===== src/rtl/core/ddict_pkg.sv =====
// ----------------------------------------------------------------------------
// ddict_pkg : shared definitions of the dense identifier dictionary
// Table sizing, key and field types, controller states, RAM write port.
// ----------------------------------------------------------------------------
`default_nettype none

package ddict_pkg;

	localparam int TABLE_DEPTH    = 256;
	localparam int POSITION_WIDTH = 12;

	localparam int ADDR_W  = (TABLE_DEPTH > 1) ? $clog2(TABLE_DEPTH) : 1;
	localparam int COUNT_W = $clog2(TABLE_DEPTH + 1);

	// fixed field widths of the channels
	localparam int BASE_W  = 4;
	localparam int POS_W   = 12;
	localparam int INDEX_W = 8;

	localparam int KEY_W = BASE_W + POSITION_WIDTH;

	localparam logic [COUNT_W-1:0] DEPTH_CNT = COUNT_W'(TABLE_DEPTH);

	typedef logic [BASE_W-1:0]  base_t;
	typedef logic [POS_W-1:0]   pos_t;
	typedef logic [INDEX_W-1:0] index_t;
	typedef logic [KEY_W-1:0]   key_t;
	typedef logic [ADDR_W-1:0]  addr_t;
	typedef logic [COUNT_W-1:0] count_t;

	typedef enum logic {
		MODE_LOOKUP = 1'b0,
		MODE_CLEAR  = 1'b1
	} mode_t;

	typedef enum logic [1:0] {
		ST_IDLE,
		ST_SCAN,
		ST_DONE
	} ddict_state_t;

	typedef struct packed {
		logic  en;
		addr_t addr;
		key_t  data;
	} ddict_wr_t;

	// key is base over the low POSITION_WIDTH bits of position
	function automatic key_t make_key(base_t b, pos_t p);
		return {b, POSITION_WIDTH'(p)};
	endfunction

endpackage

`default_nettype wire


===== src/rtl/core/ddict_if.sv =====
// ----------------------------------------------------------------------------
// ddict_req_if / ddict_rsp_if : valid/ready channels of the dictionary
// Request carries mode and key; response carries identifier and flags.
// ----------------------------------------------------------------------------
`default_nettype none

interface ddict_req_if;
	import ddict_pkg::*;

	logic  valid;
	logic  ready;
	logic  mode;
	base_t base;
	pos_t  position;

	modport source (output valid, output mode, output base, output position, input ready);
	modport sink   (input valid, input mode, input base, input position, output ready);
endinterface

interface ddict_rsp_if;
	import ddict_pkg::*;

	logic   valid;
	logic   ready;
	index_t index;
	logic   is_new;
	logic   full_res;

	modport source (output valid, output index, output is_new, output full_res, input ready);
	modport sink   (input valid, input index, input is_new, input full_res, output ready);
endinterface

`default_nettype wire


===== src/rtl/core/ddict_store.sv =====
// ----------------------------------------------------------------------------
// ddict_store : key memory
// One write port, one read port, read data registered.
// ----------------------------------------------------------------------------
`default_nettype none

module ddict_store (
	input  wire                  clk,
	input  ddict_pkg::ddict_wr_t wr,
	input  wire                  rd_en,
	input  ddict_pkg::addr_t     rd_addr,
	output ddict_pkg::key_t      rd_data
);
	import ddict_pkg::*;

	key_t mem_q [TABLE_DEPTH];
	key_t rd_data_q;

	always_ff @(posedge clk) begin
		if (wr.en) begin
			mem_q[wr.addr] <= wr.data;
		end
		if (rd_en) begin
			rd_data_q <= mem_q[rd_addr];
		end
	end

	assign rd_data = rd_data_q;

endmodule

`default_nettype wire


===== src/rtl/core/dense_id_dictionary.sv =====
// ----------------------------------------------------------------------------
// dense_id_dictionary : insert-or-lookup of (base, position) keys
// Hands out dense identifiers in order of first arrival.
// ----------------------------------------------------------------------------
// Usage
//  req (valid/ready): mode, base, position. Mode lookup searches the table;
//    a known key returns its identifier, a new key is stored under the next
//    identifier (is_new set). Mode clear empties the table, result all zero.
//  rsp (valid/ready): index, is_new, full_res. When the table is full a new
//    key is dropped and the result carries full_res with index 0.
//  One transaction in, exactly one out, in order.
// Timing
//  Keys sit in a RAM with registered read data, scanned one entry per cycle.
//  A clear goes straight to the result; a lookup reads stored entries from
//  index 0 until a hit or the last stored key, then stores a new key if room.
//  One transaction in work at a time; req.ready is high only while idle, from
//  the cycle after the load.
// Reset and stall
//  arst_n empties the table (count to zero) and drops any pending result;
//  RAM contents are not cleared, only entries below the count are read.
//  A stalled rsp keeps its result; the next request is taken meanwhile and
//  its result waits in the controller until the output register frees.
// ----------------------------------------------------------------------------
`default_nettype none

module dense_id_dictionary (
	input wire          clk,
	input wire          arst_n,
	ddict_req_if.sink   req,
	ddict_rsp_if.source rsp
);
	import ddict_pkg::*;

	ddict_state_t state_q, state_d;

	count_t count_q;     // stored keys
	count_t issue_q;     // next RAM address to read
	key_t   key_q;       // key under search
	logic   rd_vld_s1;   // read data valid this cycle
	addr_t  rd_addr_s1;  // address of that data

	index_t res_index_q;
	logic   res_new_q;
	logic   res_full_q;

	logic   out_vld_q;
	index_t out_index_q;
	logic   out_new_q;
	logic   out_full_q;

	logic      rd_en;
	key_t      rd_data;
	ddict_wr_t wr;
	logic      scan_hit;
	logic      scan_miss;
	logic      room;
	logic      out_load;

	ddict_store u_store (
		.clk     (clk),
		.wr      (wr),
		.rd_en   (rd_en),
		.rd_addr (issue_q[ADDR_W-1:0]),
		.rd_data (rd_data)
	);

	assign room = (count_q < DEPTH_CNT);

	// controller: next state and strobes
	always_comb begin
		state_d   = state_q;
		req.ready = 1'b0;
		rd_en     = 1'b0;
		scan_hit  = 1'b0;
		scan_miss = 1'b0;
		out_load  = 1'b0;
		wr        = '0;
		case (state_q)
			ST_IDLE: begin
				req.ready = 1'b1;
				if (req.valid) begin
					state_d = (req.mode == MODE_CLEAR) ? ST_DONE : ST_SCAN;
				end
			end
			ST_SCAN: begin
				rd_en     = (issue_q != count_q);
				scan_hit  = rd_vld_s1 && (rd_data == key_q);
				scan_miss = !rd_vld_s1 && (issue_q == count_q);
				if (scan_hit || scan_miss) begin
					state_d = ST_DONE;
				end
				// miss with room: append at the end of the table
				if (scan_miss && room) begin
					wr.en   = 1'b1;
					wr.addr = count_q[ADDR_W-1:0];
					wr.data = key_q;
				end
			end
			ST_DONE: begin
				if (!out_vld_q || rsp.ready) begin
					out_load = 1'b1;
					state_d  = ST_IDLE;
				end
			end
			default: begin
				state_d = ST_IDLE;
			end
		endcase
	end

	always_ff @(posedge clk or negedge arst_n) begin
		if (!arst_n) begin
			state_q <= ST_IDLE;
		end else begin
			state_q <= state_d;
		end
	end

	// scan control and table count
	always_ff @(posedge clk or negedge arst_n) begin
		if (!arst_n) begin
			count_q   <= '0;
			issue_q   <= '0;
			rd_vld_s1 <= 1'b0;
		end else begin
			if (req.valid && req.ready) begin
				issue_q   <= '0;
				rd_vld_s1 <= 1'b0;
				if (req.mode == MODE_CLEAR) begin
					count_q <= '0;
				end
			end else if (state_q == ST_SCAN) begin
				rd_vld_s1 <= rd_en;
				if (rd_en) begin
					issue_q <= issue_q + COUNT_W'(1);
				end
				if (scan_miss && room) begin
					count_q <= count_q + COUNT_W'(1);
				end
			end
		end
	end

	// key and pending result (payload, no reset)
	always_ff @(posedge clk) begin
		if (req.valid && req.ready) begin
			key_q       <= make_key(req.base, req.position);
			res_index_q <= '0;
			res_new_q   <= 1'b0;
			res_full_q  <= 1'b0;
		end else if (state_q == ST_SCAN) begin
			rd_addr_s1 <= issue_q[ADDR_W-1:0];
			if (scan_hit) begin
				res_index_q <= INDEX_W'(rd_addr_s1);
			end else if (scan_miss && room) begin
				res_index_q <= INDEX_W'(count_q[ADDR_W-1:0]);
				res_new_q   <= 1'b1;
			end else if (scan_miss) begin
				res_full_q  <= 1'b1;
			end
		end
	end

	// output register
	always_ff @(posedge clk or negedge arst_n) begin
		if (!arst_n) begin
			out_vld_q <= 1'b0;
		end else if (out_load) begin
			out_vld_q <= 1'b1;
		end else if (rsp.ready) begin
			out_vld_q <= 1'b0;
		end
	end

	always_ff @(posedge clk) begin
		if (out_load) begin
			out_index_q <= res_index_q;
			out_new_q   <= res_new_q;
			out_full_q  <= res_full_q;
		end
	end

	assign rsp.valid    = out_vld_q;
	assign rsp.index    = out_index_q;
	assign rsp.is_new   = out_new_q;
	assign rsp.full_res = out_full_q;

	// checks
	a_count_bound: assert property (@(posedge clk) disable iff (!arst_n)
		count_q <= DEPTH_CNT)
		else $error("entry count above table depth");

	a_clear_empties: assert property (@(posedge clk) disable iff (!arst_n)
		(req.valid && req.ready && req.mode == MODE_CLEAR) |=> (count_q == '0))
		else $error("clear did not empty table");

	a_insert_grows: assert property (@(posedge clk) disable iff (!arst_n)
		(state_q == ST_SCAN && scan_miss && room)
		|=> (count_q == $past(count_q) + COUNT_W'(1)))
		else $error("insert did not advance count");

	a_full_flags: assert property (@(posedge clk) disable iff (!arst_n)
		(rsp.valid && rsp.full_res) |-> (!rsp.is_new && rsp.index == '0))
		else $error("full result with identifier or new flag");

	a_no_write_when_full: assert property (@(posedge clk) disable iff (!arst_n)
		wr.en |-> room)
		else $error("write into full table");

endmodule

`default_nettype wire

===== src/flat_wrapper.sv =====
// flat-port wrapper written by rule: the top's interface ports become plain ports
module dense_id_dictionary_flat import ddict_pkg::*;
  (clk, arst_n, req_valid, req_mode, req_base, req_position, req_ready, rsp_valid, rsp_index, rsp_is_new, rsp_full_res, rsp_ready);
  ddict_req_if req_i ();
  ddict_rsp_if rsp_i ();
  input wire clk;
  input wire arst_n;
  input wire logic [$bits(req_i.valid)-1:0] req_valid;
  input wire logic [$bits(req_i.mode)-1:0] req_mode;
  input wire logic [$bits(req_i.base)-1:0] req_base;
  input wire logic [$bits(req_i.position)-1:0] req_position;
  output wire logic [$bits(req_i.ready)-1:0] req_ready;
  output wire logic [$bits(rsp_i.valid)-1:0] rsp_valid;
  output wire logic [$bits(rsp_i.index)-1:0] rsp_index;
  output wire logic [$bits(rsp_i.is_new)-1:0] rsp_is_new;
  output wire logic [$bits(rsp_i.full_res)-1:0] rsp_full_res;
  input wire logic [$bits(rsp_i.ready)-1:0] rsp_ready;
  assign req_i.valid = req_valid;
  assign req_i.mode = req_mode;
  assign req_i.base = req_base;
  assign req_i.position = req_position;
  assign req_ready = req_i.ready;
  assign rsp_valid = rsp_i.valid;
  assign rsp_index = rsp_i.index;
  assign rsp_is_new = rsp_i.is_new;
  assign rsp_full_res = rsp_i.full_res;
  assign rsp_i.ready = rsp_ready;
  dense_id_dictionary u_core (.clk(clk), .arst_n(arst_n), .req(req_i), .rsp(rsp_i));
endmodule

===== config.mk =====
export PLATFORM = sky130hd
export DESIGN_NAME = dense_id_dictionary_flat
export DESIGN_NICKNAME = d
export VERILOG_FILES = /design/src/rtl/core/ddict_pkg.sv /design/src/rtl/core/ddict_if.sv /design/src/rtl/core/ddict_store.sv /design/src/rtl/core/dense_id_dictionary.sv /design/src/flat_wrapper.sv
export SDC_FILE = /design/constraint.sdc
export NUM_CORES = 2
export LEC_CHECK = 0
export BUFFER_PORTS_ARGS = -buffer_cell sky130_fd_sc_hd__buf_2
export CORE_ASPECT_RATIO = 1.4
export CORE_MARGIN = 4
export CORE_UTILIZATION = 68
export DETAILED_ROUTE_END_ITERATION = 16
export PLACE_DENSITY_LB_ADDON = 0.25
export SKIP_CTS_REPAIR_TIMING = 1
export SYNTH_ARGS = -nofsm -noshare
export SYNTH_HDL_FRONTEND = slang
export SYNTH_SLANG_ARGS = --single-unit

===== constraint.sdc =====
create_clock -name clk -period 17.35 [get_ports clk]
set_input_delay 0.8675 -clock clk [delete_from_list [all_inputs] [get_ports clk]]
set_output_delay 0.8675 -clock clk [all_outputs]
set_load 0.005 [all_outputs]

==> metrics.txt <==
Core Footprint=236000 um^2; r2r setup slk=10500 ps; Clock Latency Late Sink=940 ps; GRT Overall Usage=39.2%; unrepaired setup endpoints after global routing=no; Tot Pwr=0.0244 W; r2r endpoint=u_core.u_store.rd_data[14]$_DFFE_PP_; Final #Nets=7620; failing checks=max-capacitance violations, max-slew violations; Post-synth ARST share=0.527%; Root Buffer=clkbuf_16; H-Tree Depth=5; Num CTS Buffers=370; DR vias=84800; Yosys top cell by area=edfxtp_1; pin count of the biggest net entering global routing=201; number of synthesized register bits=4178; first-pass GRT wire length=659000 um; Hold Startpoint=req_base[3]; drt via density=7.70; number of synthesized flops with an enable pin=4146; Final period util=39.5%; Fmax=146 MHz; Slew Viols, Final=1; ANT nets after route=0; total congestion overflow=0; Arrival @ worst endpoint=7460 ps; initial antenna violation count=34; Worst Hold End=u_core.key_q[15]$_DFFE_PP_; endpoints failing setup=0; Port Buffers=32; Die ar.=245000 um^2; Initial Util=68.3%; worst-margin pin slew=1490 ps; Max Cap Viol=1; Hold Crit Class=in -> reg; top routing layer used=met5; Post-Route WL=471000 um; Reg2Reg Depth=11; Max Buffers Root-to-Sink=4; met3 WL=64800 um; Pleak=59.4 nW; die height=584 um; Crit. End Element=register; worst rel slew slack=-0.320%; register area share after synthesis=77.8%; Final Critical Period=6850 ps; worst r2r src=u_core.issue_q[1]$_DFFE_PN0P_; share of the synthesized area in the top cell type=77.4%; filler instances=11500; layout cells sized above 1=26.8%; row count=211; synthesized instance count=7206; die width=419 um; worst-path maximum fanout=127; post-synth cell types=78; Final Hold Fails=0; DR WL met2=221000 um; status=finished with violations; Worst Skew=52.9 ps; commonest non-fill, non-tap cell in the layout=edfxtp_1; Syn Area/Cell=22.3 um^2; routed len/inst=42.7 um; CTS tree=done; PD cells=137 nW/um^2; DRC violation count after routing=0; startpoint types=register; drt first pass iters=6; RD Place Congestion=0.926; Setup CP Type=reg -> reg; wl on met1=141000 um; Synth Net Count=7229; leading cell types in the layout, fill and taps excluded=edfxtp_1, mux4_2, buf_4; vias in the first global route=84600; DR iter-0 viols=15800; Req. time, crit path=17970 ps; Post-Synthesis Cell Area=161000 um^2; Clock transition at path regs=70 ps; top cells by area, synth=edfxtp_1, mux4_2, mux2i_1, nor2_1, nand2_1; VDD IR max=125 uV; Ports=33; Area Growth Syn to Fin=10.8%; WHS Path Cells=1; setup_tns=0 ps; ys flop type=edfxtp_1; CTS Sinks=4178; synth warn=0; DPL Wire Length=253000 um
[cells by family after synthesis]
| logic type | count (synthesis) | synth area share [%] |
|---|---|---|
| mux | 1343 | 16.3 |
| simple gates | 655 | 1.72 |
| flops | 4178 | 77.8 |
| buf+inv | 430 | 1.54 |
| fa+ha+maj | 2 | 0.0155 |
| compound gates | 563 | 2.39 |
| xor+xnor | 35 | 0.190 |
[registers in the layout (all words and copies together) (netlist names), 2 cells and up]
register / cells
u_core.issue_q: 9
u_core.u_store.rd_data: 16
u_core.rsp.index: 8
u_core.res_index_q: 8
u_core.u_store.mem_q: 4096
u_core.rd_addr_s1: 8
u_core.count_q: 9
u_core.key_q: 16
u_core.state_q: 2
[layout make-up]
cell class | count | area (um^2) | area share (%)
Timing Repair Buffer | 440 | 3380 | 1.90
Clock buffer | 452 | 9780 | 5.48
Sequential cell | 4178 | 125000 | 70.2
Multi-Input combinational cell | 2598 | 33600 | 18.8
Tap cell | 3088 | 3860 | 2.17
Inverter | 9 | 46.3 | 0.0260
Clock inverter | 220 | 2330 | 1.31
Antenna cell | 37 | 92.6 | 0.0519
[metal layers]
layer / up-vias / track usage, %
met5: - / 0
met4: 32 / 28.4
met3: 2048 / 11.8
met2: 8520 / 59.1
met1: 43000 / 49.2
li1: 31200 / -
[stage by stage]
| step | instances | hold WS [ps] | instance area [um^2] | utilization, % | setup slack (ps) |
|---|---|---|---|---|---|
| after CTS | 11000 | -77.7 | 178000 | 75.6 | 10840 |
| final | 11000 | 118 | 178000 | 75.6 | 10500 |
| after global placement | 10300 | 419 | 166000 | 70.4 | 10820 |
| after global routing | 11000 | 112 | 178000 | 75.6 | 10540 |
| after detailed placement | 10300 | 427 | 166000 | 70.4 | 10910 |
| after floorplan | 7206 | 408 | 161000 | - | 11170 |
[worst max path at each step]
| stage | slack (ps) | endpoint | start |
|---|---|---|---|
| after floorplan | 11170 | u_core.u_store.mem_q[0][10]$_DFFE_PP_ | u_core.issue_q[0]$_DFFE_PN0P_ |
| after global placement | 10820 | u_core.u_store.rd_data[10]$_DFFE_PP_ | u_core.issue_q[0]$_DFFE_PN0P_ |
| after detailed placement | 10910 | u_core.u_store.rd_data[14]$_DFFE_PP_ | u_core.issue_q[1]$_DFFE_PN0P_ |
| after CTS | 10840 | u_core.u_store.rd_data[14]$_DFFE_PP_ | u_core.issue_q[1]$_DFFE_PN0P_ |
| after global routing | 10540 | u_core.u_store.rd_data[14]$_DFFE_PP_ | u_core.issue_q[1]$_DFFE_PN0P_ |
| final | 10500 | u_core.u_store.rd_data[14]$_DFFE_PP_ | u_core.issue_q[1]$_DFFE_PN0P_ |
[power by group]
part	internal [W]	total (W)	switching, W
Clock	0.00469	0.00837	0.00367
Sequential	0.0116	0.0117	0.000104
Combinational	0.00172	0.00437	0.00265
Total	0.0180	0.0244	0.00643
[critical path, cell delays in order, from the launching register on]
cell and delay, ps:
dfrtp_4 870, buf_4 640, buf_4 670, buf_4 750, buf_12 640, mux4_2 410
mux4_2 560, o22ai_1 400, nor4_2 200, buf_4 190, o21ai_0 720, o31ai_1 230
[synthesized netlist by cell type, types with 19 or more instances]
cell type  instances
a221oi_1          70
nand2_1          185
buf_4             45
o21ai_0           91
clkbuf_1         156
a211oi_1          29
nand3_1           35
a21oi_1          130
mux4_2          1024
buf_2            116
buf_6             51
xor2_1            19
o22ai_1           38
o221ai_1          48
and2_1            23
dfrtp_1           22
buf_1             40
edfxtp_1        4146
mux2i_1          311
a22oi_1           53
nor2_1           340
(Power assumes the default switching activity.)
